### src/sv/krac_pkg.sv
// Shared types and constants of the key record format converter.
// Used by every module of the block; depends on nothing.
package krac_pkg;

   localparam logic [1:0] CSR_SRC_FORMAT    = 2'd0;
   localparam logic [1:0] CSR_DST_FORMAT    = 2'd1;
   localparam logic [1:0] CSR_NATIVE_FORMAT = 2'd2;

   localparam logic [1:0] FMT_RESET = 2'd2;

   localparam logic [2:0] ST_OK        = 3'd0;
   localparam logic [2:0] ST_NO_NATIVE = 3'd1;
   localparam logic [2:0] ST_OVERFLOW  = 3'd2;
   localparam logic [2:0] ST_TOO_SMALL = 3'd3;
   localparam logic [2:0] ST_OVERRUN   = 3'd4;
   localparam logic [2:0] ST_TRAILING  = 3'd5;

   localparam int NUM_WORDS = 5;

   typedef struct packed {
      logic       in_valid_byte;
      logic [7:0] in_data;
      logic       in_end;
   } krac_req_type;

   typedef struct packed {
      logic       out_has_byte;
      logic [7:0] out_data;
      logic       run_last;
      logic       status_valid;
      logic [2:0] status_code;
   } krac_rsp_type;

   typedef struct packed {
      logic [1:0] src_format;
      logic [1:0] dst_format;
      logic [1:0] native_format;
   } krac_cfg_type;

   // One decoded unit of work: optional byte with trailing zero pad,
   // optional rewritten header, optional final status.
   typedef struct packed {
      logic                            byte_en;
      logic [7:0]                      data;
      logic [2:0]                      pad;
      logic                            hdr_en;
      logic [1:0]                      fmt;
      logic [NUM_WORDS-1:0][63:0]      words;
      logic                            stat_en;
      logic [2:0]                      code;
   } krac_cmd_type;

   typedef struct packed {
      logic full;
      logic empty;
   } krac_qstat_type;

endpackage

### src/sv/krac_front.sv
// Front end: parses the byte stream, assembles and checks headers, and
// issues work commands. Depends on krac_pkg.
module krac_front (
   input  logic                  clock,
   input  logic                  reset,
   input  logic                  req_push,
   output logic                  req_full,
   input  krac_pkg::krac_req_type req_data,
   input  krac_pkg::krac_cfg_type cfg,
   input  logic                  q_full,
   output logic                  cmd_push,
   output krac_pkg::krac_cmd_type cmd_data
);
   import krac_pkg::*;

   typedef enum logic [1:0] {PH_HDR, PH_DATA, PH_SKIP, PH_DRAIN} phase_type;
   typedef enum logic [1:0] {F_IDLE, F_SUM, F_ADD, F_CHECK} fin_type;

   phase_type             phase_ff, phase_in;
   fin_type               fin_ff, fin_in;
   logic [5:0]            cnt_ff, cnt_in;
   logic [4:0][63:0]      words_ff, words_in;
   logic [63:0]           cl_ff, cl_in;
   logic [63:0]           skip_ff, skip_in;
   logic [2:0]            err_ff, err_in;
   logic [2:0]            real_lo_ff, real_lo_in;
   logic                  pend_end_ff, pend_end_in;
   logic [64:0]           sum_a_ff, sum_a_in, sum_b_ff, sum_b_in;
   logic [63:0]           real_ff, real_in;
   logic                  carry_ff, carry_in;

   logic                  accept, sw8, dw8, go_fin, big, too_small, ovf;
   logic [3:0]            idx;
   logic [2:0]            pos, mask;
   logic [63:0]           w, dec, hdr64, a;
   logic [65:0]           s66;
   logic [64:0]           tot;
   logic [5:0]            hdr_len;
   krac_cmd_type          cmd;

   function automatic logic [2:0] status_of(input logic [2:0] e, input phase_type p,
                                            input logic [5:0] c);
      logic [2:0] r;
      r = e;
      if (e == ST_OK) begin
         if (p == PH_HDR && c != 6'd0) r = ST_TRAILING;
         else if (p == PH_DATA || p == PH_SKIP) r = ST_OVERRUN;
      end
      return r;
   endfunction

   assign accept   = req_push && !req_full;
   assign req_full = (fin_ff != F_IDLE) || q_full;
   assign cmd_data = cmd;

   always_comb begin
      phase_in    = phase_ff;
      fin_in      = fin_ff;
      cnt_in      = cnt_ff;
      words_in    = words_ff;
      cl_in       = cl_ff;
      skip_in     = skip_ff;
      err_in      = err_ff;
      real_lo_in  = real_lo_ff;
      pend_end_in = pend_end_ff;
      sum_a_in    = sum_a_ff;
      sum_b_in    = sum_b_ff;
      real_in     = real_ff;
      carry_in    = carry_ff;
      cmd         = '0;
      cmd_push    = 1'b0;
      go_fin      = 1'b0;
      sw8         = cfg.src_format[1];
      dw8         = cfg.dst_format[1];
      mask        = dw8 ? 3'd7 : 3'd3;
      idx         = sw8 ? {1'b0, cnt_ff[5:3]} : cnt_ff[5:2];
      pos         = sw8 ? cnt_ff[2:0] : {1'b0, cnt_ff[1:0]};
      hdr_len     = sw8 ? 6'd40 : 6'd20;
      hdr64       = sw8 ? 64'd40 : 64'd20;
      w           = '0;
      dec         = '0;
      s66         = '0;
      big         = 1'b0;
      too_small   = 1'b0;
      ovf         = 1'b0;
      a           = words_ff[0] - hdr64;
      tot         = '0;
      unique case (fin_ff)
         F_IDLE: begin
            if (accept) begin
               if (err_ff == ST_OK && cfg.src_format != cfg.native_format &&
                   cfg.dst_format != cfg.native_format) begin
                  err_in   = ST_NO_NATIVE;
                  phase_in = PH_DRAIN;
               end
               if (req_data.in_valid_byte && err_in == ST_OK) begin
                  if (cfg.src_format == cfg.dst_format) begin
                     cmd.byte_en = 1'b1;
                     cmd.data    = req_data.in_data;
                  end else begin
                     unique case (phase_ff)
                        PH_HDR: begin
                           if (idx < 4'd5) begin
                              w = (pos == 3'd0) ? 64'd0 : words_ff[idx[2:0]];
                              if (cfg.src_format[0]) w = {w[55:0], req_data.in_data};
                              else w = w | ({56'd0, req_data.in_data} << {pos, 3'b000});
                              words_in[idx[2:0]] = w;
                           end
                           cnt_in = cnt_ff + 6'd1;
                           if (cnt_in >= hdr_len) begin
                              cnt_in = 6'd0;
                              go_fin = 1'b1;
                           end
                        end
                        PH_DATA: begin
                           cmd.byte_en = 1'b1;
                           cmd.data    = req_data.in_data;
                           dec = (cl_ff != 64'd0) ? cl_ff - 64'd1 : cl_ff;
                           cl_in = dec;
                           if (dec == 64'd0) begin
                              cmd.pad  = (3'd0 - real_lo_ff) & mask;
                              phase_in = (skip_ff != 64'd0) ? PH_SKIP : PH_HDR;
                           end
                        end
                        PH_SKIP: begin
                           dec = (skip_ff != 64'd0) ? skip_ff - 64'd1 : skip_ff;
                           skip_in = dec;
                           if (dec == 64'd0) phase_in = PH_HDR;
                        end
                        default: ;
                     endcase
                  end
               end
               if (go_fin) begin
                  fin_in      = F_SUM;
                  pend_end_in = req_data.in_end;
               end else if (req_data.in_end) begin
                  cmd.stat_en = 1'b1;
                  cmd.code    = status_of(err_in, phase_in, cnt_in);
                  phase_in    = PH_HDR;
                  cnt_in      = 6'd0;
                  cl_in       = 64'd0;
                  skip_in     = 64'd0;
                  err_in      = ST_OK;
               end
               cmd_push = cmd.byte_en || cmd.stat_en;
            end
         end
         F_SUM: begin
            sum_a_in = {1'b0, words_ff[1]} + {1'b0, words_ff[2]};
            sum_b_in = {1'b0, words_ff[3]} + {1'b0, words_ff[4]};
            fin_in   = F_ADD;
         end
         F_ADD: begin
            s66      = {1'b0, sum_a_ff} + {1'b0, sum_b_ff};
            real_in  = s66[63:0];
            carry_in = |s66[65:64];
            fin_in   = F_CHECK;
         end
         F_CHECK: begin
            if (!q_full) begin
               big = !dw8 && (|words_ff[0][63:32] || |words_ff[1][63:32] ||
                     |words_ff[2][63:32] || |words_ff[3][63:32] ||
                     |words_ff[4][63:32]);
               too_small = carry_ff || (words_ff[0] < hdr64) || (a < real_ff);
               tot = {1'b0, real_ff} + (dw8 ? 65'd40 : 65'd20) +
                     {62'd0, (3'd0 - real_ff[2:0]) & mask};
               ovf = dw8 ? tot[64] : |tot[64:32];
               if (big || (!too_small && ovf)) begin
                  err_in   = ST_OVERFLOW;
                  phase_in = PH_DRAIN;
               end else if (too_small) begin
                  err_in   = ST_TOO_SMALL;
                  phase_in = PH_DRAIN;
               end else begin
                  cmd.hdr_en   = 1'b1;
                  cmd.fmt      = cfg.dst_format;
                  cmd.words    = {words_ff[4:1], tot[63:0]};
                  cl_in        = real_ff;
                  skip_in      = a - real_ff;
                  real_lo_in   = real_ff[2:0];
                  phase_in     = (real_ff != 64'd0) ? PH_DATA :
                                 ((a != real_ff) ? PH_SKIP : PH_HDR);
               end
               if (pend_end_ff) begin
                  cmd.stat_en = 1'b1;
                  cmd.code    = status_of(err_in, phase_in, 6'd0);
                  phase_in    = PH_HDR;
                  cl_in       = 64'd0;
                  skip_in     = 64'd0;
                  err_in      = ST_OK;
               end
               cmd_push = cmd.hdr_en || cmd.stat_en;
               fin_in   = F_IDLE;
            end
         end
         default: fin_in = F_IDLE;
      endcase
   end

   always_ff @(posedge clock) begin
      if (reset) begin
         phase_ff <= PH_HDR;
         fin_ff   <= F_IDLE;
         cnt_ff   <= '0;
         words_ff <= '0;
         cl_ff    <= '0;
         skip_ff  <= '0;
         err_ff   <= ST_OK;
      end else begin
         phase_ff <= phase_in;
         fin_ff   <= fin_in;
         cnt_ff   <= cnt_in;
         words_ff <= words_in;
         cl_ff    <= cl_in;
         skip_ff  <= skip_in;
         err_ff   <= err_in;
      end
      real_lo_ff  <= real_lo_in;
      pend_end_ff <= pend_end_in;
      sum_a_ff    <= sum_a_in;
      sum_b_ff    <= sum_b_in;
      real_ff     <= real_in;
      carry_ff    <= carry_in;
   end

endmodule

### src/sv/krac_cmd_queue.sv
// Command queue between front and back end.
// Depends on krac_pkg.
module krac_cmd_queue #(
   parameter int DEPTH = 2
) (
   input  logic                   clock,
   input  logic                   reset,
   input  logic                   push,
   input  krac_pkg::krac_cmd_type push_data,
   input  logic                   pop,
   output krac_pkg::krac_cmd_type head,
   output krac_pkg::krac_qstat_type stat
);
   import krac_pkg::*;

   localparam int PW = (DEPTH > 1) ? $clog2(DEPTH) : 1;
   localparam int CW = $clog2(DEPTH + 1);

   krac_cmd_type   mem_ff [DEPTH];
   logic [PW-1:0]  wr_ff, wr_in, rd_ff, rd_in;
   logic [CW-1:0]  cnt_ff, cnt_in;
   logic           do_push, do_pop;

   assign stat.full  = (cnt_ff == CW'(DEPTH));
   assign stat.empty = (cnt_ff == '0);
   assign do_push    = push && !stat.full;
   assign do_pop     = pop && !stat.empty;
   assign head       = mem_ff[rd_ff];

   always_comb begin
      wr_in  = wr_ff;
      rd_in  = rd_ff;
      cnt_in = cnt_ff;
      if (do_push) wr_in = (wr_ff == PW'(DEPTH - 1)) ? '0 : wr_ff + PW'(1);
      if (do_pop)  rd_in = (rd_ff == PW'(DEPTH - 1)) ? '0 : rd_ff + PW'(1);
      if (do_push && !do_pop) cnt_in = cnt_ff + CW'(1);
      else if (do_pop && !do_push) cnt_in = cnt_ff - CW'(1);
   end

   always_ff @(posedge clock) begin
      if (reset) begin
         wr_ff  <= '0;
         rd_ff  <= '0;
         cnt_ff <= '0;
      end else begin
         wr_ff  <= wr_in;
         rd_ff  <= rd_in;
         cnt_ff <= cnt_in;
      end
      if (do_push) mem_ff[wr_ff] <= push_data;
   end

endmodule

### src/sv/krac_back.sv
// Back end: expands commands into result words and buffers them in a
// two-entry output queue. Depends on krac_pkg.
module krac_back (
   input  logic                   clock,
   input  logic                   reset,
   input  krac_pkg::krac_cmd_type q_head,
   input  logic                   q_empty,
   output logic                   q_pop,
   output logic                   rsp_empty,
   input  logic                   rsp_pop,
   output krac_pkg::krac_rsp_type rsp_data
);
   import krac_pkg::*;

   krac_rsp_type  mem_ff [2];
   logic          wr_ff, rd_ff;
   logic [1:0]    cnt_ff, cnt_in;
   logic [5:0]    i_ff, i_in;
   logic [5:0]    c1, c2, c3, n, j;
   logic [2:0]    wsel, pos, sh, dwm1;
   logic          emit, do_pop;
   krac_rsp_type  r;

   assign rsp_empty = (cnt_ff == 2'd0);
   assign rsp_data  = mem_ff[rd_ff];
   assign do_pop    = rsp_pop && !rsp_empty;
   assign emit      = !q_empty && (cnt_ff != 2'd2);

   always_comb begin
      c1   = {5'd0, q_head.byte_en};
      c2   = c1 + (q_head.hdr_en ? (q_head.fmt[1] ? 6'd40 : 6'd20) : 6'd0);
      c3   = c2 + {3'd0, q_head.pad};
      n    = c3 + {5'd0, q_head.stat_en};
      j    = i_ff - c1;
      wsel = q_head.fmt[1] ? j[5:3] : j[4:2];
      pos  = q_head.fmt[1] ? j[2:0] : {1'b0, j[1:0]};
      dwm1 = q_head.fmt[1] ? 3'd7 : 3'd3;
      sh   = q_head.fmt[0] ? dwm1 - pos : pos;
      r    = '0;
      r.run_last = (i_ff == n - 6'd1);
      if (i_ff < c1) begin
         r.out_has_byte = 1'b1;
         r.out_data     = q_head.data;
      end else if (i_ff < c2) begin
         r.out_has_byte = 1'b1;
         if (wsel < 3'd5) r.out_data = q_head.words[wsel][{sh, 3'b000} +: 8];
      end else if (i_ff < c3) begin
         r.out_has_byte = 1'b1;
      end else begin
         r.status_valid = 1'b1;
         r.status_code  = q_head.code;
      end
      q_pop = emit && r.run_last;
      i_in  = i_ff;
      if (emit) i_in = r.run_last ? 6'd0 : i_ff + 6'd1;
      cnt_in = cnt_ff;
      if (emit && !do_pop) cnt_in = cnt_ff + 2'd1;
      else if (do_pop && !emit) cnt_in = cnt_ff - 2'd1;
   end

   always_ff @(posedge clock) begin
      if (reset) begin
         i_ff   <= '0;
         cnt_ff <= '0;
         wr_ff  <= 1'b0;
         rd_ff  <= 1'b0;
      end else begin
         i_ff   <= i_in;
         cnt_ff <= cnt_in;
         if (emit)   wr_ff <= !wr_ff;
         if (do_pop) rd_ff <= !rd_ff;
      end
      if (emit) mem_ff[wr_ff] <= r;
   end

endmodule

### src/sv/key_record_arch_converter.sv
// Key record format converter, top level. Depends on krac_pkg and its modules.
// An input's first result word reaches the rsp_ ports via the command and output queues;
// a word that closes a header first passes the sum, add and check states. Throughput:
// one input word a cycle unless the command queue is full or a header is being summed or
// checked; the back end delivers one result word a cycle while its output queue has room.
// Reset is synchronous, active high; formats return to LE64, no clearing pass.
module key_record_arch_converter #(
   parameter int CMD_DEPTH = 2
) (
   input  logic                   clock,
   input  logic                   reset,
   input  logic                   req_push,
   output logic                   req_full,
   input  krac_pkg::krac_req_type req_data,
   output logic                   rsp_empty,
   input  logic                   rsp_pop,
   output krac_pkg::krac_rsp_type rsp_data,
   input  logic                   csr_we,
   input  logic [1:0]             csr_index,
   input  logic [1:0]             csr_wdata
);
   import krac_pkg::*;

   krac_cfg_type   cfg_ff;
   krac_cmd_type   cmd, head;
   krac_qstat_type qstat;
   logic           cmd_push, q_pop;

   always_ff @(posedge clock) begin
      if (reset) begin
         cfg_ff <= {FMT_RESET, FMT_RESET, FMT_RESET};
      end else if (csr_we) begin
         unique case (csr_index)
            CSR_SRC_FORMAT:    cfg_ff.src_format    <= csr_wdata;
            CSR_DST_FORMAT:    cfg_ff.dst_format    <= csr_wdata;
            CSR_NATIVE_FORMAT: cfg_ff.native_format <= csr_wdata;
            default: ;
         endcase
      end
   end

   krac_front u_front (
      .clock    (clock),
      .reset    (reset),
      .req_push (req_push),
      .req_full (req_full),
      .req_data (req_data),
      .cfg      (cfg_ff),
      .q_full   (qstat.full),
      .cmd_push (cmd_push),
      .cmd_data (cmd)
   );

   krac_cmd_queue #(.DEPTH(CMD_DEPTH)) u_queue (
      .clock     (clock),
      .reset     (reset),
      .push      (cmd_push),
      .push_data (cmd),
      .pop       (q_pop),
      .head      (head),
      .stat      (qstat)
   );

   krac_back u_back (
      .clock     (clock),
      .reset     (reset),
      .q_head    (head),
      .q_empty   (qstat.empty),
      .q_pop     (q_pop),
      .rsp_empty (rsp_empty),
      .rsp_pop   (rsp_pop),
      .rsp_data  (rsp_data)
   );

`ifndef SYNTHESIS
   a_status_last: assert property (@(posedge clock) disable iff (reset)
      (!rsp_empty && rsp_data.status_valid) |-> (rsp_data.run_last && !rsp_data.out_has_byte))
      else $error("status word not last or carries a byte");
   a_byte_clean: assert property (@(posedge clock) disable iff (reset)
      (!rsp_empty && rsp_data.out_has_byte) |->
      (!rsp_data.status_valid && rsp_data.status_code == ST_OK))
      else $error("byte word carries status");
   a_code_range: assert property (@(posedge clock) disable iff (reset)
      (!rsp_empty && rsp_data.status_valid) |-> (rsp_data.status_code <= ST_TRAILING))
      else $error("status code out of range");
   a_queue_sane: assert property (@(posedge clock) disable iff (reset)
      !(qstat.full && qstat.empty))
      else $error("command queue both full and empty");
   a_ready_after_reset: assert property (@(posedge clock)
      reset |=> !req_full)
      else $error("input stalled after reset");
`endif

endmodule

### config.mk
export PLATFORM = sky130hd
export DESIGN_NAME = key_record_arch_converter
export DESIGN_NICKNAME = d
export VERILOG_FILES = /design/src/sv/krac_pkg.sv /design/src/sv/krac_front.sv /design/src/sv/krac_cmd_queue.sv /design/src/sv/krac_back.sv /design/src/sv/key_record_arch_converter.sv
export SDC_FILE = /design/constraint.sdc
export NUM_CORES = 2
export LEC_CHECK = 0
export BUFFER_PORTS_ARGS = -buffer_cell sky130_fd_sc_hd__buf_2
export CAP_MARGIN = 20
export CORE_ASPECT_RATIO = 1.5
export CORE_UTILIZATION = 60
export CTS_BUF_LIST = sky130_fd_sc_hd__clkbuf_4
export DETAILED_ROUTE_END_ITERATION = 8
export GPL_TIMING_DRIVEN = 0
export PLACE_DENSITY_LB_ADDON = 0.1
export SYNTH_ARGS = -nofsm -noshare
export SYNTH_HDL_FRONTEND = slang
export SYNTH_HIERARCHICAL = 1
export SYNTH_SLANG_ARGS = --single-unit
### constraint.sdc
create_clock -name clock -period 13.5 [get_ports clock]
set_clock_uncertainty 0.05 [all_clocks]
set_input_delay 4.05 -clock clock [delete_from_list [all_inputs] [get_ports clock]]
set_output_delay 4.05 -clock clock [all_outputs]
set_load 0.05 [all_outputs]
==> impl_metrics.ini, run 1 <==
[floorplan]
pin_count = 35
row_count = 165
die_w_um = 303.5
die_y_um = 454.2
start_util_pct = 60.59

[yosys]
netlist_instances = 8312
syn-num-nets = 8645
synth_edf_count = 905
ys_seq_elements = 1388
synth_area_um2 = 81800
ys_seq_area_share_pct = 45.04
postSynthAreaPerCell_um2 = 9.842
synth_ff_type = edfxtp_1
async_flop_share_pct = 0
synth.distinct_cells = 118
yosys_warnings = 6

[global_routing]
grt_max_degree = 76
grt_pass1_wl_um = 595800
gr-total-overflow = 6
track_usage_pct = 61.32
grt_pass1_vias = 79560

[cts]
cts_repair_resize_count = 0
holdBufCountCts = 0
htreeDepth = 5
cts_setup_buffers = 0
cts_sinks = 1388
cts_buffers = 345
root_buffer = clkbuf_4
clk_path_buf_depth = 4

[outcome]
lastStage = global routing
error_line = [ERROR GRT-0116] Global routing finished with congestion. Check the congestion regions in the DRC Viewer.
status = did not finish

[place]
gp_congestion = 1.161
place_ws_ns = 2.672
dpl.hpwl_um = 303100
port-buffer-count = 26
dp.cells = 10150
per-layer routing:
layer / global-route usage [%] / GRT overflow
met1: 59.29 / 0
met2: 86.53 / 5
met3: 34.23 / 0
met4: 67.90 / 1
met5: 3.980 / 0
cells in the mapped netlist, types with 40 or more instances:
cell / count / area share [%]
a22oi_1: 60 / 0.55
or4_1: 89 / 0.82
clkbuf_1: 316 / 1.4
buf_2: 43 / 0.26
nor2_1: 688 / 3.2
nand2b_1: 59 / 0.45
a21o_1: 148 / 1.4
dfxtp_1: 483 / 12
nand4_1: 105 / 0.80
nor4_1: 142 / 1.1
xor2_1: 158 / 1.7
edfxtp_1: 905 / 33
xnor2_1: 267 / 2.9
nor3_1: 169 / 1.0
mux2_4: 303 / 5.6
inv_1: 194 / 0.89
and3_1: 47 / 0.36
o22ai_1: 179 / 1.4
a211oi_1: 98 / 0.90
or3_1: 53 / 0.41
mux2i_1: 99 / 1.2
ha_1: 308 / 4.7
mux2_2: 53 / 0.73
o21a_1: 40 / 0.37
nand2_1: 1068 / 4.9
and2_1: 301 / 2.3
nand3_1: 135 / 0.83
a21oi_1: 742 / 4.5
nor2b_1: 46 / 0.35
a31oi_1: 46 / 0.35
o21ai_0: 300 / 1.8
per-stage QoR:
stage	cell area [µm²]	TNS [ns]
floorplan	81810	0
global placement	84130	-1971.31
detailed placement	85210	0
CTS	89590	0
cell families after synthesis:
logic type	synth area share, %
AOI/OAI and AO/OA	15.46
DFF	45.04
adders and majority gates	4.870
xor gates and xnor gates	4.550
buffers and inverters	3.821
and+or+nand+nor	17.87
muxes	8.388
other	0.004584
==> run 2: changes to the inputs <==
CORE_ASPECT_RATIO = unset   (was 1.5)
CORE_UTILIZATION = 40   (was 60)
CTS_BUF_LIST = unset   (was sky130_fd_sc_hd__clkbuf_4)
PLACE_DENSITY_LB_ADDON = 0.15   (was 0.1)
clock period = 17.55 ns   (was 13.5 ns; I/O delays follow)
==> run 2 against run 1 <==
The run now ends clean; synthesized cell count is the same; synthesized area is the same.
==> impl_metrics.ini, run 2 <==
[power]
irDropWorstVdd_mv = 0.1481
leakage_nw = 34.35
powerDensity_nw_per_um2 = 141.4

[worst_setup_path]
crit_path_start_kind = register
crit_family = simple AND/OR/NAND/NOR gates
worstPathMaxFanout = 59
cp_data_arrival_time_ns = 12.86
required_ns = 17.98
end_kind = register
r2r-start = cfg_ff[5]
startpoint = cfg_ff[5]
cp_slowest_cell = a31oi_1
cp_num_buf_inv = 7
max_stage_delay_ns = 0.85
crit_type = reg -> reg
cp_common_cell = nand2_1

[yosys]
synth_edf_count = 905
syn-num-nets = 8645
postSynthAreaPerCell_um2 = 9.842
yosys_warnings = 6
yosys.area.top_type = edfxtp_1
netlist_instances = 8312
async_flop_share_pct = 0
synth_top_area_share_pct = 33.22
yosysMostFrequentCell = nand2_1
synth.top_cells.by_count = 1068 x nand2_1, 905 x edfxtp_1, 742 x a21oi_1
synth.distinct_cells = 118
synth_area_um2 = 81800
ys_seq_elements = 1388
ys_seq_area_share_pct = 45.04
synth_ff_type = edfxtp_1
synth_area_leaders = edfxtp_1 33%, dfxtp_1 12%, mux2_4 5.6%

[layout]
drive_gt1_share_pct = 10.79
area_growth_pct = 12.37
postLayoutCoreUtil_pct = 45.34
final_cell_mix = 1068 x nand2_1, 905 x edfxtp_1, 741 x a21oi_1
reg_top3 = u_queue/mem_ff: 678 flops, u_front/words_ff: 320 flops
top_register = u_queue/mem_ff
final_nets = 8907
mostFrequentLayoutCell = nand2_1
fillers = 19580
largest_register_ffs = 678

[place]
port-buffer-count = 26
dpl.hpwl_um = 318500
gp_congestion = 1.015
place_ws_ns = 5.379

[floorplan]
start_util_pct = 40.35
dieArea_um2 = 206300
die_w_um = 454.2
core_area_um2 = 202700
pin_count = 35
row_count = 165
die_y_um = 454.2

[worst_hold_path]
hp-start = cfg_ff[4]
hold_class = reg -> reg

[global_routing]
grt_max_degree = 99
antenna_found_initial = 36
track_usage_pct = 37.90
grt_pass1_vias = 65970
grt_pass1_wl_um = 541500
gr-total-overflow = 0

[sta]
min_period_over_period_pct = 70.81
fin_tns_setup_ns = 0
max_slew_margin_pct = 13.87
timing.fmax_ghz = 0.08047
timing.final.ws_setup_ns = 5.123
whs_ns = 0.4266
worst_pin_slew_ns = 1.292
setup_viol = 0
drv_slew = 0
fin_crit_ns = 12.43
rsz0062_at_grt = no
hold_violations = 0

[cts]
cts_sinks = 1388
root_buffer = clkbuf_16
clk_path_buf_depth = 3
cts_setup_buffers = 0
holdBufCountCts = 0
cts_repair_resize_count = 0
cts_buffers = 163
htreeDepth = 4
clk_pin_slew_worst_paths_ns = 0.06
clk_latency_ns = 0.84
cts_tree = done

[run]
cap_violations = 0

[routing]
totalWireLength_um = 401600
dr.pass1.iters = 9
drc_errors = 0
drtIter0Drc = 10490
drtAntennaViolNets = 0
viasPerCell = 6.344
vias = 72360
wl_per_cell_um = 35.21

[outcome]
status = completed
## run 2: stage by stage
stage	std cells	cell area [µm²]	total power, W
after floorplan	8312	81800	0.007423
after global placement	11010	85280	0.009576
after detailed placement	11070	86440	0.009425
after CTS	11380	91800	0.01289
after global routing	11390	91880	0.01331
final	11410	91930	0.01299
## run 2: worst min-delay path, stage by stage, from the launching register on
cell,delay (ns)
dfxtp_1,0.30
nand2b_1,0.06
mux2i_1,0.06
## run 2: final cells by class
type	count	area [µm²]	area share [%]
Antenna cell	21	52.55	0.05717
Buffer	467	2407	2.619
Clock buffer	217	4496	4.890
Clock inverter	86	868.3	0.9446
Inverter	195	739.5	0.8044
Multi-Input combinational cell	6262	41920	45.60
Sequential cell	1388	36850	40.08
Tap cell	2672	3343	3.637
Timing Repair Buffer	97	1256	1.367
## run 2: path summary, 6_finish.rpt
kind,to,slack [ns],cells after the start
setup reg to reg,u_queue/mem_ff[1][127],5.12,30
hold / removal,cfg_ff[4],0.43,2
setup / recovery,u_queue/mem_ff[1][127],5.12,30
hold reg to reg,cfg_ff[4],0.43,2
## run 2: power breakdown
group          total (W)  switching (W)  leakage [nW]  internal (W)
Combinational    0.00521        0.00350          19.3       0.00172
Sequential       0.00432       0.000176          12.5       0.00414
Clock            0.00346        0.00148          2.61       0.00198
## run 2: routing by layer
metal | up-vias | share of wire (%) | GRT usage, %
met5 | - | 0.072 | 0.6297
met4 | 18 | 6.0 | 19.97
met3 | 736 | 10 | 8.724
met2 | 4076 | 41 | 54.13
met1 | 36270 | 43 | 52.91
li1 | 31260 | - | -
## run 2: cells by family after synthesis
kind of cell | synth area share, %
adder cells (fa/ha/maj) | 4.870
flip-flops | 45.04
AO/OA/AOI/OAI | 15.46
other | 0.004584
XOR/XNOR | 4.550
multiplexers | 8.388
AND/OR/NAND/NOR | 17.87
buffers and inverters | 3.821
Note: power is estimated with default switching activity, not from simulation.
